$ cat src/hdl/ests_pkg.sv
`timescale 1ns / 1ps
// ----------------------------------------------------------------------------
// ests_pkg
// types and widths shared by the enclosing sphere core and its cells
// ----------------------------------------------------------------------------
package ests_pkg;

   localparam int CW  = 32;          // coordinate width
   localparam int RW  = CW - 1;      // radius width
   localparam int GW  = 62;          // growth width
   localparam int QB  = CW + 1;      // distance, magnitude and quotient width
   localparam int SW  = 2 * QB;      // squared distance and product width
   localparam int RMW = QB + 3;      // square root remainder width

   typedef struct packed {
      logic signed [CW-1:0] first_center_x;
      logic signed [CW-1:0] first_center_y;
      logic signed [CW-1:0] first_center_z;
      logic [RW-1:0]        first_radius;
      logic signed [CW-1:0] second_center_x;
      logic signed [CW-1:0] second_center_y;
      logic signed [CW-1:0] second_center_z;
      logic [RW-1:0]        second_radius;
   } req_type;

   typedef struct packed {
      logic signed [CW-1:0] merged_center_x;
      logic signed [CW-1:0] merged_center_y;
      logic signed [CW-1:0] merged_center_z;
      logic [RW-1:0]        merged_radius;
      logic [GW-1:0]        growth;
      logic                 one_contains_other;
      logic                 saturated;
   } rsp_type;

   typedef logic signed [CW-1:0] coord_type;
   typedef logic [QB-1:0]        mag_type;

   // item context handed down both cell chains
   typedef struct packed {
      coord_type [2:0] c1;
      coord_type [2:0] c2;
      mag_type [2:0]   mag;
      logic [2:0]      neg;
      logic [RW-1:0]   r1;
      logic [RW-1:0]   r2;
      logic            first_big;
      logic            contains;
      logic [QB-1:0]   span;
      logic [QB-1:0]   rad;
   } ctx_type;

   typedef struct packed {
      logic [QB-1:0] rem;
      logic [QB-1:0] lo;
      logic [QB-1:0] q;
   } div_lane_type;

endpackage

$ cat src/hdl/ests_div_cell.sv
`timescale 1ns / 1ps
// ----------------------------------------------------------------------------
// ests_div_cell
// one quotient bit of the three per-axis restoring divisions
// ----------------------------------------------------------------------------
module ests_div_cell (
   input  logic                        clock,
   input  logic                        reset,
   input  logic                        en,
   input  logic                        in_valid,
   input  ests_pkg::div_lane_type [2:0] in_lane,
   input  ests_pkg::ctx_type           in_ctx,
   output logic                        out_valid,
   output ests_pkg::div_lane_type [2:0] out_lane,
   output ests_pkg::ctx_type           out_ctx
);

   logic                         valid_ff;
   ests_pkg::div_lane_type [2:0] lane_ff, lane_in;
   ests_pkg::ctx_type            ctx_ff;
   logic [ests_pkg::QB:0]        rem_t [3];

   always_comb begin
      for (int a = 0; a < 3; a++) begin
         rem_t[a] = {in_lane[a].rem, in_lane[a].lo[ests_pkg::QB-1]};
         lane_in[a].lo = {in_lane[a].lo[ests_pkg::QB-2:0], 1'b0};
         if (rem_t[a] >= {1'b0, in_ctx.span}) begin
            lane_in[a].rem = ests_pkg::QB'(rem_t[a] - {1'b0, in_ctx.span});
            lane_in[a].q   = {in_lane[a].q[ests_pkg::QB-2:0], 1'b1};
         end else begin
            lane_in[a].rem = rem_t[a][ests_pkg::QB-1:0];
            lane_in[a].q   = {in_lane[a].q[ests_pkg::QB-2:0], 1'b0};
         end
      end
   end

   always_ff @(posedge clock) begin
      if (reset) begin
         valid_ff <= 1'b0;
      end else if (en) begin
         valid_ff <= in_valid;
      end
      if (en) begin
         lane_ff <= lane_in;
         ctx_ff  <= in_ctx;
      end
   end

   assign out_valid = valid_ff;
   assign out_lane  = lane_ff;
   assign out_ctx   = ctx_ff;

endmodule

$ cat config.mk
export PLATFORM = sky130hd
export DESIGN_NAME = ests_div_cell
export DESIGN_NICKNAME = d
export VERILOG_FILES = /design/src/hdl/ests_pkg.sv /design/src/hdl/ests_div_cell.sv
export SDC_FILE = /design/constraint.sdc
export NUM_CORES = 1
export LEC_CHECK = 0
export BUFFER_PORTS_ARGS = -buffer_cell sky130_fd_sc_hd__buf_2
export CAP_MARGIN = 25
export CORE_AREA = 8 8 562 564
export DETAILED_ROUTE_END_ITERATION = 16
export DIE_AREA = 0 0 570 572
export GPL_TIMING_DRIVEN = 0
export PLACE_DENSITY = 0.35
export SKIP_CTS_REPAIR_TIMING = 1
export SLEW_MARGIN = 20
export SYNTH_ARGS = -nofsm -noshare
export SYNTH_HDL_FRONTEND = slang
export SYNTH_SLANG_ARGS = --single-unit
$ cat constraint.sdc
create_clock -name clock -period 3.3 [get_ports clock]
set_input_delay 0.66 -clock clock [delete_from_list [all_inputs] [get_ports clock]]
set_output_delay 0.66 -clock clock [all_outputs]
set_load 0.03 [all_outputs]
==> Word level (Yosys, flattened, before mapping) <==
Index checks and enable logic that the tools add are counted.
W data, S select, Z words.
{ "classes": {"addsub": 3, "n_lt_le_gt_ge": 3, "n_mux": 6} }
{ "ops": {"columns": ["cell", "n"], "rows": [
  ["$ge A34 B33 Y1", 3],
  ["$mux W33", 3],
  ["$sub A33 B33 Y33", 3],
  ["$mux W1", 3]
]} }
{ "word_totals": {"register_bits": 719, "in_bits": 725, "word_cells": 38} }

==> Longest topological paths before layout <==
Gate-level depths: netlist of run 1.
{ "logic_depth": {"word_depth": 2, "ltp_mapped": 14, "mapped_depth_nobuf": 13} }

==> Worst setup path after synthesis of run 1 <==
OpenSTA, ideal clock, no wires.
{ "synth_path": {"kind": "input -> register", "from": "input port in_lane[65] in the netlist's numbering", "to": "register lane_ff (netlist bit out_lane[94]), data pin", "setup_ns": 0.255, "arrival_ns": 3.099, "setup_slack_ns": -0.055, "cell_stages": 12, "path_buffers": 0, "cell_sequence": "inv_1 -> ha_1 -> inv_1 -> fa_1 -> a211oi_2 -> o21ai_1 -> a32oi_2 -> o211ai_2 -> a32o_1 -> o2111a_1 -> or3_1 -> a31o_1"} }
{ "synth_rtl": {"columns": ["element", "line", "source"], "rows": [
  ["start: declaration", "ests_div_cell.sv:11", "input ests_pkg::div_lane_type [2:0] in_lane,"],
  ["end signal: assignment", "ests_div_cell.sv:44", "lane_ff <= lane_in;"],
  ["end: declaration", "ests_div_cell.sv:19", "ests_pkg::div_lane_type [2:0] lane_ff, lane_in;"]
]} }

==> impl_metrics.ini, run 1 <==
[synthesis]
ys_warn_count = 0
synth_top_area_cell = edfxtp_1
yosysMostFrequentCell = edfxtp_1
avgSynthCellArea_um2 = 16.07
synth_ff_type = edfxtp_1
syn_area_um2 = 28540
ys_async_sr_fraction_pct = 0
synth_top_area_share_pct = 75.54
synth_edf_count = 718
ys_seq_area_share_pct = 75.61
synth_area_leaders = edfxtp_1 (76%), ha_1 (4.3%), a21oi_1 (2.6%)
synth_commonest_cells = edfxtp_1 (718), a21oi_1 (150), nor2_1 (127)
synth_seq_cells = 719
ys_types = 82
synthCells = 1776

[grt]
grt_pass1_wl_um = 286500
grt_max_degree = 130
antenna_found_initial = 218
grt_usage_pct = 13.63
overflow = 0
first_global_vias = 23867

[run_status]
outcome = completed

[drt]
drt-initial-drc-count = 1670
routed_via_density = 3.170
remaining_drc_errors = 0
ant_nets = 0
drtPass1Iterations = 5
vias = 25718
wl_per_cell_um = 29.42
wl_um = 238700

[cells_and_area]
drive_gt1_share_pct = 43.18
nFillCells = 34138
ff_latch_area_um2 = 21580
area_growth_pct = 75.52
final_nets = 4682
multi_input_area_um2 = 6668
postLayoutCoreUtil_pct = 16.32

[sta]
fin_crit_ns = 3.292
fmax_mhz = 303.8
tightest_slew_ns = 0.9870
fin_worst_skew_ns = 0
slew_viol_final = 0
setup_viol = 0
timing.setup.tns_ns = 0
maxSlewHeadroom_pct = 34.20
hold_viol_final = 0
fin_crit_sh_pct = 99.75
grt_setup_unrepaired = false

[worst_setup_path]
path_max_fanout = 10
reg2reg_to = out_valid$_SDFFE_PP0P_
critPathKind = in -> reg
required_ns = 3.87
worst_ep_arrival_time_ns = 3.86
r2r_slack_ns = 2.71
worstRegToRegCells = 2
critPathLaunchType = input pin
r2r_start = out_valid$_SDFFE_PP0P_
end_kind = flop

[power]
netSwitchingPower_w = 0.009922
combPwrFrac_pct = 22.2
clockPowerShare_pct = 39.5
ir_worst_vdd_uv = 433.4
p_leak_nw = 19.93
seq_power_share_pct = 38.3
p_int_w = 0.01971
p_sw_share_pct = 33.49
powerDensity_nw_per_um2 = 591.4

[clock_tree]
clockBufferDepth = 4
clk_latency_ns = 0.78
clkSlewWorstSetupHoldPaths_ns = 0.05
cts.htree.levels = 3
cts_buffers = 110
cts_tree = yes
numClockSinks = 719
clock_tree.root_cell = clkbuf_16

[worst_hold_path]
whs_path_depth = 1
worstHoldStart = in_lane[63]
hold_class = in -> reg
holdPathEnd = out_lane[64]$_DFFE_PP_

[placement]
place_congestion = 0.8397
hpwl_um = 203800
port_buffers = 1440

[die]
fp.coreArea_um2 = 307100
start_util_pct = 9.295
dieHeight_um = 572
die-width_um = 570
dieArea_um2 = 326000
io_pins = 1447
rows = 204

[flow_run]
timing.max_cap.violations = 0
critical path, stage by stage:
cell and delay [ns]:
buf_2 0.13, inv_1 0.28, ha_1 0.38, a211oi_2 0.32, o21ai_1 0.15, a32oi_2 0.40
o211ai_4 0.17, a211o_1 0.34, nand2_4 0.18, inv_2 0.08, buf_4 0.21, buf_2 0.23
a21oi_1 0.30
final cells by class:
type / count / share of cell area (%)
antenna: 55 / 0.2747
buffer: 44 / 0.4945
clock buffer: 130 / 5.687
clock inverter: 64 / 1.186
inverter: 70 / 0.5320
multi-input combinational: 943 / 13.31
sequential: 719 / 43.08
tap: 4120 / 10.29
timing repair buffer: 1967 / 25.15
routing by layer:
metal	GRT usage [%]	part of all wire, %	vias to the layer above
met5	0	0.19	-
met4	2.615	2.5	70
met3	6.358	9.5	406
met2	25.20	51	1447
met1	14.13	36	12645
li1	-	-	11150
worst max-delay path by stage:
stage	slack (ns)	to	start
4_1_cts	-0.73	out_lane[84]$_DFFE_PP_	in_ctx[56]
2_1_floorplan	0.01	out_lane[94]$_DFFE_PP_	in_lane[65]
3_3_place_gp	-12.31	out_valid$_SDFFE_PP0P_	en
5_1_grt	0.02	out_lane[293]$_DFFE_PP_	in_ctx[49]
3_5_place_dp	-1.59	out_lane[84]$_DFFE_PP_	in_ctx[56]
6_report	0.008	out_lane[72]$_DFFE_PP_	in_ctx[35]
power groups by stage:
stage | Sequential, W | Clock (W) | Combinational (W)
finish | 0.0114 | 0.0117 | 0.00656
global route | 0.0114 | 0.0125 | 0.00696
CTS | 0.0114 | 0.0123 | 0.00607
detailed placement | 0.0115 | 0 | 0.00603
global placement | 0.0118 | 0 | 0.00606
floorplan | 0.0131 | 0 | 0.00125
state kept, by name, summed over array words and instances, names as in the netlist:
register / flops
out_ctx: 424
out_lane: 294
out_valid: 1
cells in the final DEF (no fill, tap or decap), types with 53 or more instances in the layout:
| cell type | n |
|---|---|
| clkbuf_16 | 111 |
| dlygate4sd3_1 | 514 |
| diode_2 | 55 |
| nor2_1 | 125 |
| a21oi_1 | 140 |
| ha_1 | 96 |
| o21ai_0 | 53 |
| edfxtp_1 | 718 |
| inv_1 | 67 |
| buf_2 | 1447 |
| nand2_1 | 70 |
metrics by stage:
step           power, W  cells  setup WS, ns  hold WS, ns  area (µm²)
6_report        0.02963   8112      0.008189      0.05559       50100
5_1_grt         0.03091   8077       0.01618     -0.01090       50010
4_1_cts         0.02979   7538       -0.7318      -0.1407       44540
3_5_place_dp    0.01755   7344        -1.586       0.4835       41100
3_3_place_gp    0.01784   7338        -12.31       0.4863       40920
2_1_floorplan   0.01440   1778      0.009786       0.6299       28550
kinds of logic (layout without fill, tap and decap cells):
logic type	count (synthesis)	count (layout)	synth area share (%)
AOI/OAI and AO/OA	404	404	9.311
xor gates and xnor gates	74	74	2.271
adders and majority gates	102	102	4.550
buffers and inverters	116	2275	1.762
DFF	719	719	75.61
muxes	22	22	0.8548
other	1	58	0.01314
and+or+nand+nor	338	338	5.629
No activity file was read; power rests on OpenSTA's default activity.
==> run 2, diff against run 1 <==
PLACE_DENSITY = 0.3   (was 0.35)
==> impl_metrics.ini, run 2 (synthesis results as in run 1) <==
[clock_tree]
cts.htree.levels = 3
clkSlewWorstSetupHoldPaths_ns = 0.05
clock_tree.root_cell = clkbuf_16
cts_buffers = 107
clockBufferDepth = 4
numClockSinks = 719
clk_latency_ns = 0.75
cts_tree = yes

[grt]
grt_usage_pct = 13.30
first_global_vias = 23882
grt_max_degree = 116
antenna_found_initial = 187
overflow = 0
grt_pass1_wl_um = 281400

[sta]
slew_viol_final = 0
fin_worst_skew_ns = 0
hold_viol_final = 0
tightest_slew_ns = 0.9658
timing.setup.tns_ns = 0
fin_crit_ns = 3.292
fin_crit_sh_pct = 99.74
setup_viol = 0
fmax_mhz = 303.8
maxSlewHeadroom_pct = 35.61
grt_setup_unrepaired = true

[run_status]
outcome = completed

[power]
ir_worst_vdd_uv = 403.2
p_leak_nw = 19.81
powerDensity_nw_per_um2 = 586.4

[die]
io_pins = 1447
rows = 204
start_util_pct = 9.295
die-width_um = 570
dieHeight_um = 572
fp.coreArea_um2 = 307100
dieArea_um2 = 326000

[worst_setup_path]
path_max_fanout = 10
worst_ep_arrival_time_ns = 3.80
critPathKind = in -> reg
required_ns = 3.81
end_kind = flop
critPathLaunchType = input pin

[drt]
ant_nets = 0
routed_via_density = 3.133
vias = 25344
wl_per_cell_um = 28.68
wl_um = 232000
drtPass1Iterations = 5
remaining_drc_errors = 0
drt-initial-drc-count = 1409

[placement]
port_buffers = 1440
placed_cell_area_um2 = 41120
hpwl_um = 198800
place_congestion = 0.8345

[cells_and_area]
final_cell_mix = buf_2 (1448), edfxtp_1 (718), dlygate4sd3_1 (497)
final_nets = 4660
post-route-cell-area_um2 = 49930
largest_register_ffs = 424
drive_gt1_share_pct = 43.52
area_growth_pct = 74.95
final_common_cell = buf_2

[worst_hold_path]
hold_class = in -> reg

[flow_run]
timing.max_cap.violations = 0
run 2: cell type report:
type,instances,area (µm²)
clock buffers,133,2818
well taps,4120,5155
plain buffers,44,249.0
multi-input cells,943,6746
fillers,34341,257100
inverters,70,274.0
repair buffers,1948,12430
clock inverters,61,549.3
diodes,51,127.6
flip-flops and latches,719,21580
run 2: metal layers:
layer | part of all wire [%] | global-route usage [%]
met3 | 8.8 | 6.036
met1 | 37 | 13.94
met5 | 0.21 | 0
met4 | 2.2 | 2.256
met2 | 51 | 24.68
run 2: path summary, 6_finish.rpt:
path	start	endpoint	slack, ns	cells past startpoint
worst min register to register	out_valid$_SDFFE_PP0P_	out_valid$_SDFFE_PP0P_	0.50	2
worst min-delay path	in_ctx[110]	out_ctx[110]$_DFFE_PP_	0.07	1
worst max-delay path	in_ctx[33]	out_lane[180]$_DFFE_PP_	0.008	15
worst max register to register	out_valid$_SDFFE_PP0P_	out_valid$_SDFFE_PP0P_	2.69	2
run 2: worst max-delay path, stage by stage:
cell and delay [ns]:
clkbuf_4 0.20, ha_1 0.21, inv_1 0.06, fa_1 0.43
a211oi_2 0.31, o21ai_2 0.14, a2111oi_4 0.34, buf_4 0.19
o41a_4 0.19, o2111ai_2 0.15, nand2_1 0.16, buf_4 0.26
buf_6 0.21, nand2_1 0.06, o21ai_0 0.20
run 2: report_power, final:
part / switching [W] / internal [W]
clock network: 0.00477 / 0.00660
logic: 0.00465 / 0.00194
registers: 0.000279 / 0.0110
total: 0.00970 / 0.0196
run 2: per-stage QoR:
stage | util, % | std cells | hold slack [ns] | power (W) | worst slack [ns]
after detailed placement | 13.39 | 7345 | 0.4912 | 0.01755 | -1.669
after floorplan | - | 1778 | 0.6299 | 0.01440 | 0.009786
after global placement | 13.32 | 7338 | 0.4841 | 0.01784 | -12.29
after global routing | 16.24 | 8063 | -0.0007377 | 0.03061 | -0.05946
after CTS | 14.49 | 7539 | -0.1386 | 0.02944 | -0.7770
final | 16.26 | 8089 | 0.06785 | 0.02928 | 0.008415
