`src/hdl/ests_pkg.sv`:
```
`timescale 1ns / 1ps
// ----------------------------------------------------------------------------
// ests_pkg
// types and widths shared by the enclosing sphere core and its cells
// ----------------------------------------------------------------------------
package ests_pkg;

   localparam int CW  = 32;          // coordinate width
   localparam int RW  = CW - 1;      // radius width
   localparam int GW  = 62;          // growth width
   localparam int QB  = CW + 1;      // distance, magnitude and quotient width
   localparam int SW  = 2 * QB;      // squared distance and product width
   localparam int RMW = QB + 3;      // square root remainder width

   typedef struct packed {
      logic signed [CW-1:0] first_center_x;
      logic signed [CW-1:0] first_center_y;
      logic signed [CW-1:0] first_center_z;
      logic [RW-1:0]        first_radius;
      logic signed [CW-1:0] second_center_x;
      logic signed [CW-1:0] second_center_y;
      logic signed [CW-1:0] second_center_z;
      logic [RW-1:0]        second_radius;
   } req_type;

   typedef struct packed {
      logic signed [CW-1:0] merged_center_x;
      logic signed [CW-1:0] merged_center_y;
      logic signed [CW-1:0] merged_center_z;
      logic [RW-1:0]        merged_radius;
      logic [GW-1:0]        growth;
      logic                 one_contains_other;
      logic                 saturated;
   } rsp_type;

   typedef logic signed [CW-1:0] coord_type;
   typedef logic [QB-1:0]        mag_type;

   // item context handed down both cell chains
   typedef struct packed {
      coord_type [2:0] c1;
      coord_type [2:0] c2;
      mag_type [2:0]   mag;
      logic [2:0]      neg;
      logic [RW-1:0]   r1;
      logic [RW-1:0]   r2;
      logic            first_big;
      logic            contains;
      logic [QB-1:0]   span;
      logic [QB-1:0]   rad;
   } ctx_type;

   typedef struct packed {
      logic [QB-1:0] rem;
      logic [QB-1:0] lo;
      logic [QB-1:0] q;
   } div_lane_type;

endpackage

```
`src/hdl/ests_sqrt_cell.sv`:
```
`timescale 1ns / 1ps
// ----------------------------------------------------------------------------
// ests_sqrt_cell
// one result bit of the floor square root, two radicand bits per cell
// ----------------------------------------------------------------------------
module ests_sqrt_cell (
   input  logic                       clock,
   input  logic                       reset,
   input  logic                       en,
   input  logic                       in_valid,
   input  logic [ests_pkg::QB-1:0]    in_root,
   input  logic [ests_pkg::RMW-1:0]   in_rem,
   input  logic [ests_pkg::SW-1:0]    in_rad,
   input  ests_pkg::ctx_type          in_ctx,
   output logic                       out_valid,
   output logic [ests_pkg::QB-1:0]    out_root,
   output logic [ests_pkg::RMW-1:0]   out_rem,
   output logic [ests_pkg::SW-1:0]    out_rad,
   output ests_pkg::ctx_type          out_ctx
);

   logic                       valid_ff;
   logic [ests_pkg::QB-1:0]    root_ff, root_in;
   logic [ests_pkg::RMW-1:0]   rem_ff, rem_in, rem_t, trial;
   logic [ests_pkg::SW-1:0]    rad_ff;
   ests_pkg::ctx_type          ctx_ff;

   always_comb begin
      rem_t = {in_rem[ests_pkg::RMW-3:0], in_rad[ests_pkg::SW-1 -: 2]};
      trial = {1'b0, in_root, 2'b01};
      if (rem_t >= trial) begin
         rem_in  = rem_t - trial;
         root_in = {in_root[ests_pkg::QB-2:0], 1'b1};
      end else begin
         rem_in  = rem_t;
         root_in = {in_root[ests_pkg::QB-2:0], 1'b0};
      end
   end

   always_ff @(posedge clock) begin
      if (reset) begin
         valid_ff <= 1'b0;
      end else if (en) begin
         valid_ff <= in_valid;
      end
      if (en) begin
         root_ff <= root_in;
         rem_ff  <= rem_in;
         rad_ff  <= {in_rad[ests_pkg::SW-3:0], 2'b00};
         ctx_ff  <= in_ctx;
      end
   end

   assign out_valid = valid_ff;
   assign out_root  = root_ff;
   assign out_rem   = rem_ff;
   assign out_rad   = rad_ff;
   assign out_ctx   = ctx_ff;

endmodule

```
`config.mk`:
```
export PLATFORM = sky130hd
export DESIGN_NAME = ests_sqrt_cell
export DESIGN_NICKNAME = d
export VERILOG_FILES = /design/src/hdl/ests_pkg.sv /design/src/hdl/ests_sqrt_cell.sv
export SDC_FILE = /design/constraint.sdc
export NUM_CORES = 1
export LEC_CHECK = 0
export ABC_AREA = 1
export BUFFER_PORTS_ARGS = -buffer_cell sky130_fd_sc_hd__clkbuf_2
export CORE_AREA = 3 3 438 440
export CTS_CLUSTER_SIZE = 12
export DETAILED_ROUTE_END_ITERATION = 8
export DIE_AREA = 0 0 441 443
export GPL_TIMING_DRIVEN = 0
export PLACE_DENSITY = 0.31
export SETUP_SLACK_MARGIN = 0.2
export SYNTH_ARGS = -nofsm -noshare
export SYNTH_HDL_FRONTEND = slang
export SYNTH_SLANG_ARGS = --single-unit
```
`constraint.sdc`:
```
create_clock -name clock -period 2.75 [get_ports clock]
set_clock_uncertainty 0.2 [all_clocks]
set_input_delay 0.275 -clock clock [delete_from_list [all_inputs] [get_ports clock]]
set_output_delay 0.275 -clock clock [all_outputs]
set_load 0.005 [all_outputs]
```
Word level (Yosys, flattened, before mapping)
Index checks and enable logic that the tools add are counted.

Add/sub/neg operators: 1. Order comparisons: 1. Mux-type cells: 2.

Operators with widths (number): $ge 36x35->1 (1); $mux 36 (1); $sub 36x35->36 (1); $mux 1 (1).

Register bits: 558.

Longest topological paths before layout
Gate-level depths: netlist (run 1).

Depth after elaboration: 2. Gate-level depth with buffers: 16.

Worst setup path after synthesis (run 1)
OpenSTA, ideal clock, no wires.

Path kind: in2reg. From: input port in_root[17] (netlist name). To: register rem_ff (netlist bit out_rem[18]) (data pin). Data arrival time: 1698 ps. Slack: 600 ps. Stages on the path: 14. Buffers on the path: 2. Path through: inv_1 ha_1 nand2_2 inv_1 nand2_1 nand2_1 a21oi_1 nand3_2 nand3_2 nand2_2 buf_6 buf_12 nand2_2 nand2_2.

Word-level cells in the longest chain between the ends: 2.

Ends and longest elaborated chain: start, declared (RTL line ests_sqrt_cell.sv:11) `input logic [ests_pkg::QB-1:0] in_root,`; $ge 36x35->1 (RTL line ests_sqrt_cell.sv:31) `if (rem_t >= trial) begin`; $mux 36 (RTL line ests_sqrt_cell.sv:31); net rem_in, one bit (RTL line ests_sqrt_cell.sv:24) `logic [ests_pkg::RMW-1:0] rem_ff, rem_in, rem_t, trial;`; end signal, assigned (RTL line ests_sqrt_cell.sv:48) `rem_ff <= rem_in;`; end, declared (RTL line ests_sqrt_cell.sv:24).

The timed path passes the listed nets, and every way through them passes these cells. A chain may end at the register's enable or synchronous reset.

Worst setup path after layout (run 1)
From: input port in_rem[33] (netlist name). To: register rem_ff (netlist bit out_rem[32]) (data pin).

Word-level cells in the longest chain between the ends: 2.

Ends and longest elaborated chain: start, declared (RTL line ests_sqrt_cell.sv:12) `input logic [ests_pkg::RMW-1:0] in_rem,`; $ge 36x35->1 (RTL line ests_sqrt_cell.sv:31); $mux 36 (RTL line ests_sqrt_cell.sv:31); net rem_in, one bit (RTL line ests_sqrt_cell.sv:24).

The timed path passes the listed nets, and every way through them passes these cells.

==> results of run 1 <==
state kept, by name (all words and copies together), names as in the netlist:
register,cells
out_ctx,424
out_root,33
out_rem,36
out_rad,64
out_valid,1
where the power goes:
part | switching (uW) | total, uW | internal, uW
registers | 251 | 10400 | 10200
clock network | 4220 | 10300 | 6070
logic | 1820 | 3380 | 1560
total | 6290 | 24100 | 17800
cells in the mapped netlist, types with 2 or more instances:
| cell type | instances |
|---|---|
| nor2_1 | 57 |
| nand3_2 | 11 |
| nor2_4 | 2 |
| buf_2 | 3 |
| and2_1 | 2 |
| edfxtp_1 | 557 |
| a21o_1 | 2 |
| nor2_2 | 6 |
| o21ai_0 | 8 |
| nor3_1 | 6 |
| nand2_2 | 31 |
| xor2_1 | 18 |
| o21bai_1 | 5 |
| a21oi_1 | 28 |
| inv_1 | 137 |
| nand3b_1 | 11 |
| nand3_1 | 27 |
| nand4_1 | 3 |
| buf_4 | 2 |
| buf_12 | 3 |
| nand2_1 | 289 |
| ha_1 | 35 |
cell families (layout without fill, tap and decap cells):
kind of cell	after synthesis	count (layout)
AO/OA/AOI/OAI	44	44
AND/OR/NAND/NOR	445	445
other	1	13
multiplexers	1	1
flip-flops	558	558
adder cells (fa/ha/maj)	35	35
XOR/XNOR	19	19
buffers and inverters	147	1983
through the flow:
stage	utilization [%]	cells
2_1_floorplan	-	1251
5_1_grt	19.9	5590
3_5_place_dp	15.5	4870
3_3_place_gp	15.4	4864
6_report	19.9	5593
4_1_cts	19.9	5579
worst max-delay path by stage:
stage                            from            to  slack, ps
after detailed placement  in_root[16]    out_rem[1]       -530
after global placement             en  out_ctx[260]     -10130
final                      in_rem[33]   out_rem[32]        280
after floorplan           in_root[17]   out_rem[18]        600
after CTS                 in_root[16]   out_rem[32]        240
after global routing      in_root[17]   out_rem[32]        220
worst reg2reg max path: cells and delay by family, from the launching register on:
family | cells | cell delay, ps
multiplexers | 1 | 120
buffers and inverters | 1 | 540
AND/OR/NAND/NOR | 1 | 50
flip-flops | 1 | 310
layer usage:
layer	wire length (um)	GRT usage (%)
met1	39800	11.1
met4	3440	3.21
met5	32	0
met3	6210	2.80
met2	66300	23.1
area by class of cell:
class	count	area, sq um
Sequential cell	558	16700
Multi-Input combinational cell	546	2860
Clock inverter	44	527
Inverter	138	518
Buffer	9	108
Tap cell	2495	3120
Fill cell	20700	151000
Timing Repair Buffer	1696	11500
Antenna cell	11	27.5
Clock buffer	96	2040
what timing repair did:
action / 4_1_cts / 5_1_grt
hold buffers: 569 / 3
setup endpoints to repair: 0 / 2
hold endpoints to repair: 621 / 3
resized for setup: 0 / 17
cells in the final DEF, fill, tap and decap left out, drive strengths merged, types with 15 or more instances in the layout:
cell	synthesis	layout
a21oi	28	28
nand3	38	38
inv	138	141
buf	9	15
xor2	18	18
nor2	65	65
ha	35	35
edfxtp	557	557
nand2	320	320
dlygate4sd3	0	572
clkinv	0	26
clkbuf	0	1214
==> impl_metrics.ini, run 1 <==
[logic_synthesis]
synthDistinctLibCells = 29
synth_enable_flop_cells = 557
synth.ff_latch_count = 558
synth.area.mux_share_pct = 0.0496
synth_xor_xnor_area_share_pct = 0.825
synth_sequential_area_ratio_pct = 83.0
syn_avg_cell_area_sq_um = 16.1
fraction_of_the_mapped_netlist_area_in_adder_cells_pct = 2.17
leading_post_synthesis_cells_by_cell_area = edfxtp_1 83%, nand2_1 5.4%, inv_1 2.5%
synth_area_leader_cell = edfxtp_1
synth.yosys.warnings = 0
synth_top_family_by_area = simple AND/OR/NAND/NOR gates
synth_simple_gate_area_share_pct = 9.63
async_reset_ff_share_pct = 0
postSynth.topFlopCell = edfxtp_1
syn-cell-area_sq_mm = 0.0202
yosys.area.top_type_share_pct = 82.9
synthesis.instances = 1250
synth-compound-area-share_pct = 1.23

[layout]
area.growth.synth_to_final_pct = 85.6
non_filler_cell_area_final_sq_mm = 0.0374
count_of_nets_after_finishing = 3625
layout-drive-gt1-share_pct = 42.4

[detailed_routing]
routedWlPerCell_um = 20.7
vias = 17100
first_pass_iters = 5
drtIter0Drc = 765
routed_wirelength_um = 116000
vias_per_cell = 3.06
final_antenna_net_count = 0
drcViolationCount = 0

[clock_tree]
htreeDepth = 3
cts-buffers-inserted = 78
cts_tree = done
clock_sink_count = 558
cts-root-to-sink-buffers = 3
cts_post_setup_buffers_inserted = 0
clkTransAtPathRegs_ps = 50
clock_latency_ps = 680
clock_tree.root_cell = clkbuf_16

[grt]
grt_antenna_before_repair = 60
grt_use_total_pct = 11.4
first_pass_grt_wire_length_um = 152000
grt_pass1_vias = 18300
grt_start_max_net_pins = 104
grt_overflow_total = 0

[setup_path]
cp_num_cells = 14
setup.worst_path.class = primary input to register
cpMaxStageDelayCell = dlygate4sd3_1
crit_path_max_incr_delay_ps = 600
register_to_register_setup_slack_ps = 1410
timing.critical_path.cells = dlygate4sd3_1 -> clkbuf_2 -> nor2_1 -> nand2_1 -> nor2_4 -> nand2_1 -> nand3_1 -> nor2_1 -> nand2_2 -> inv_2 -> buf_6 -> nand2_1 -> dlygate4sd3_1 -> nand2_1
worstReg2RegEnd = out_valid
worstPathRequired_ps = 2970
worst_setup_path_end_kind = register
crit_path_start_kind = primary input
worst_r2r_startpoint = out_valid
timing.reg2reg.worst_path_depth = 3
crit_fanout = 10
worst_path_most_repeated_cell = nand2_1
largest_delay_share_family_worst_path = buffers and inverters
arrival_ps = 2680
timing.critical_path.buf_inv = 5

[sta]
fin_ws_ps = 283
hold_worst_slack_ps = 67.7
fin_crit_ps = 2470
report.final.setup_viol = 0
hold_violations = 0
period_share_pct = 89.7
max_freq_ghz = 0.405
fin_setup_tns_ps = 0
slew_viol_final = 0
actual_slew_at_the_worst_max_slew_pin_ps = 675
rsz0062_at_grt = false
worst_slew_margin_rel_pct = 54.5

[hold_path]
hold_path_depth = 5
worst_hold_path_type = primary input to register
holdCritStartpoint = in_rem[16]
hold_path_end = out_rem[18]

[die]
floorplan.initialDensity_pct = 10.7
dieWidth_um = 441
core_region_area_sq_mm = 0.188
die_height_um = 443
floorplan.rows = 159
die_area_sq_mm = 0.195
design.portCount = 1123

[power_and_ir_drop]
leakagePower_uw = 0.0161
power.ir.vdd_worst_v = 0.000422
pwr_density_cell_mw_per_mm2 = 644
total_chip_power_uw = 24100

[flow_run]
timing.max_cap.violations = 0

[status]
status = completed

[placement]
place_congestion = 0.857
port_buffers = 1118
pre_cts_ws_ps = -532
detailed_place_hpwl_um = 95100
place_area_sq_mm = 0.0291
Power figures use the tool's default switching activity.
==> run 2: changes to the inputs <==
--- a/config.mk
+++ b/config.mk
@@ -7,10 +7,10 @@
 export LEC_CHECK = 0
 export ABC_AREA = 1
 export BUFFER_PORTS_ARGS = -buffer_cell sky130_fd_sc_hd__clkbuf_2
-export CORE_AREA = 3 3 438 440
+export CORE_AREA = 3 3 440 442
 export CTS_CLUSTER_SIZE = 12
 export DETAILED_ROUTE_END_ITERATION = 8
-export DIE_AREA = 0 0 441 443
+export DIE_AREA = 0 0 443 445
 export GPL_TIMING_DRIVEN = 0
 export PLACE_DENSITY = 0.31
 export SETUP_SLACK_MARGIN = 0.2
==> impl_metrics.ini, run 2 (synthesis gave the netlist of run 1 again) <==
[detailed_routing]
final_antenna_net_count = 0
dr.max_layer_used = met5
drtIter0Drc = 1036
routedWlPerCell_um = 19.9
vias = 17000
wirelength_met1_um = 37600
route.met3.wl_um = 7450
drcViolationCount = 0
first_pass_iters = 5
detailroute.wirelength.met2_um = 61700
vias_per_cell = 3.03
routed_wirelength_um = 112000

[setup_path]
arrival_ps = 2830
worst_setup_path_end_kind = register
worstPathRequired_ps = 3050
worst_r2r_startpoint = out_valid
timing.reg2reg.worst_path_depth = 3
worstReg2RegEnd = out_valid
timing.critical_path.to = out_rem[26]
crit_path_start_kind = primary input
register_to_register_setup_slack_ps = 1390
crit_path_start = in_rem[0]
crit_fanout = 10
setup.worst_path.class = primary input to register

[grt]
grt_antenna_before_repair = 55
grt_use_total_pct = 10.9
grt_pass1_vias = 18100
grt_start_max_net_pins = 109
grt_overflow_total = 0
first_pass_grt_wire_length_um = 148000

[layout]
area.growth.synth_to_final_pct = 85.8
final_util_pct = 19.7
mostFrequentLayoutCells = 1117 x clkbuf_2, 575 x dlygate4sd3_1, 557 x edfxtp_1
flip_flop_count_of_the_largest_register_all_copies_and_words_added = 424
non_filler_cell_area_final_sq_mm = 0.0375
count_of_nets_after_finishing = 3629
layout-drive-gt1-share_pct = 42.4
layout_commonest_cell = clkbuf_2

[sta]
report.final.setup_viol = 0
max_freq_ghz = 0.396
slew_viol_final = 0
worst_slew_margin_rel_pct = 56.0
actual_slew_at_the_worst_max_slew_pin_ps = 660
rsz0062_at_grt = true
hold_worst_slack_ps = 74.0
hold_violations = 0
period_share_pct = 91.8
fin_setup_tns_ps = 0
fin_crit_ps = 2520

[power_and_ir_drop]
power.ir.vdd_worst_v = 0.000476
pwr_density_cell_mw_per_mm2 = 639
leakagePower_uw = 0.0161
total_chip_power_uw = 24000

[clock_tree]
clkTransAtPathRegs_ps = 50
cts-buffers-inserted = 77
htreeDepth = 3
cts_tree = done
clock_sink_count = 558
clock_tree.root_cell = clkbuf_16
cts-root-to-sink-buffers = 3
cts_post_setup_buffers_inserted = 0
clock_latency_ps = 680

[die]
dieWidth_um = 443
die_area_sq_mm = 0.197
core_region_area_sq_mm = 0.190
floorplan.rows = 160
die_height_um = 445
floorplan.initialDensity_pct = 10.6
design.portCount = 1123

[flow_run]
timing.max_cap.violations = 0

[status]
status = completed

[placement]
port_buffers = 1118
detailed_place_hpwl_um = 89900
place_area_sq_mm = 0.0291
place_congestion = 0.824

[hold_path]
holdCritStartpoint = in_rem[4]
worst_hold_path_type = primary input to register
## run 2: worst min-delay path by stage
stage                         endpoint  slack, ps  cells after the start
after floorplan              out_valid        150                      1
after global placement       out_valid        240                      2
after detailed placement     out_valid        240                      2
after CTS                  out_rem[14]       -410                      3
after global routing      out_ctx[202]         20                      2
final                       out_rem[6]         70                      5
## run 2: layout make-up
| class | count | area [sq um] |
|---|---|---|
| clock buffer | 92 | 2000 |
| sequential | 558 | 16700 |
| fill | 20900 | 152000 |
| tap | 2511 | 3140 |
| multi-input combinational | 546 | 2860 |
| timing repair buffer | 1701 | 11600 |
| buffer | 9 | 116 |
| clock inverter | 43 | 493 |
| antenna | 13 | 32.5 |
| inverter | 138 | 520 |
## run 2: critical path, stage by stage
cell and delay [ps]:
clkbuf_2 80, dlygate4sd3_1 580, ha_1 410, nand2_1 190, o21ai_4 250, nand2_1 100
nand3_2 150, nand3_2 80, nand2_2 100, buf_6 200, buf_12 170, nand3_2 90
nand2_1 130
## run 2: routing by layer
metal,up-vias,track usage [%]
li1,7981,-
met1,8058,10.5
met2,732,20.8
met3,223,3.52
met4,4,5.14
met5,-,0
## run 2: per-stage QoR
step	setup WS, ps	std cells
global placement	-10380	4880
global route	176	5610
floorplan	600	1251
finish	226	5611
detailed placement	-274	4886
CTS	216	5592
## run 2: timing repair
item / 4_1_cts / 5_1_grt
hold buffers: 571 / 4
resized for setup: 0 / 22
setup endpoints to repair: 0 / 127
hold endpoints to repair: 584 / 4
## run 2: report_power, final
group / switching [uW] / internal, uW
Clock: 4260 / 5900
Combinational: 1800 / 1570
Sequential: 244 / 10200
Total: 6300 / 17700
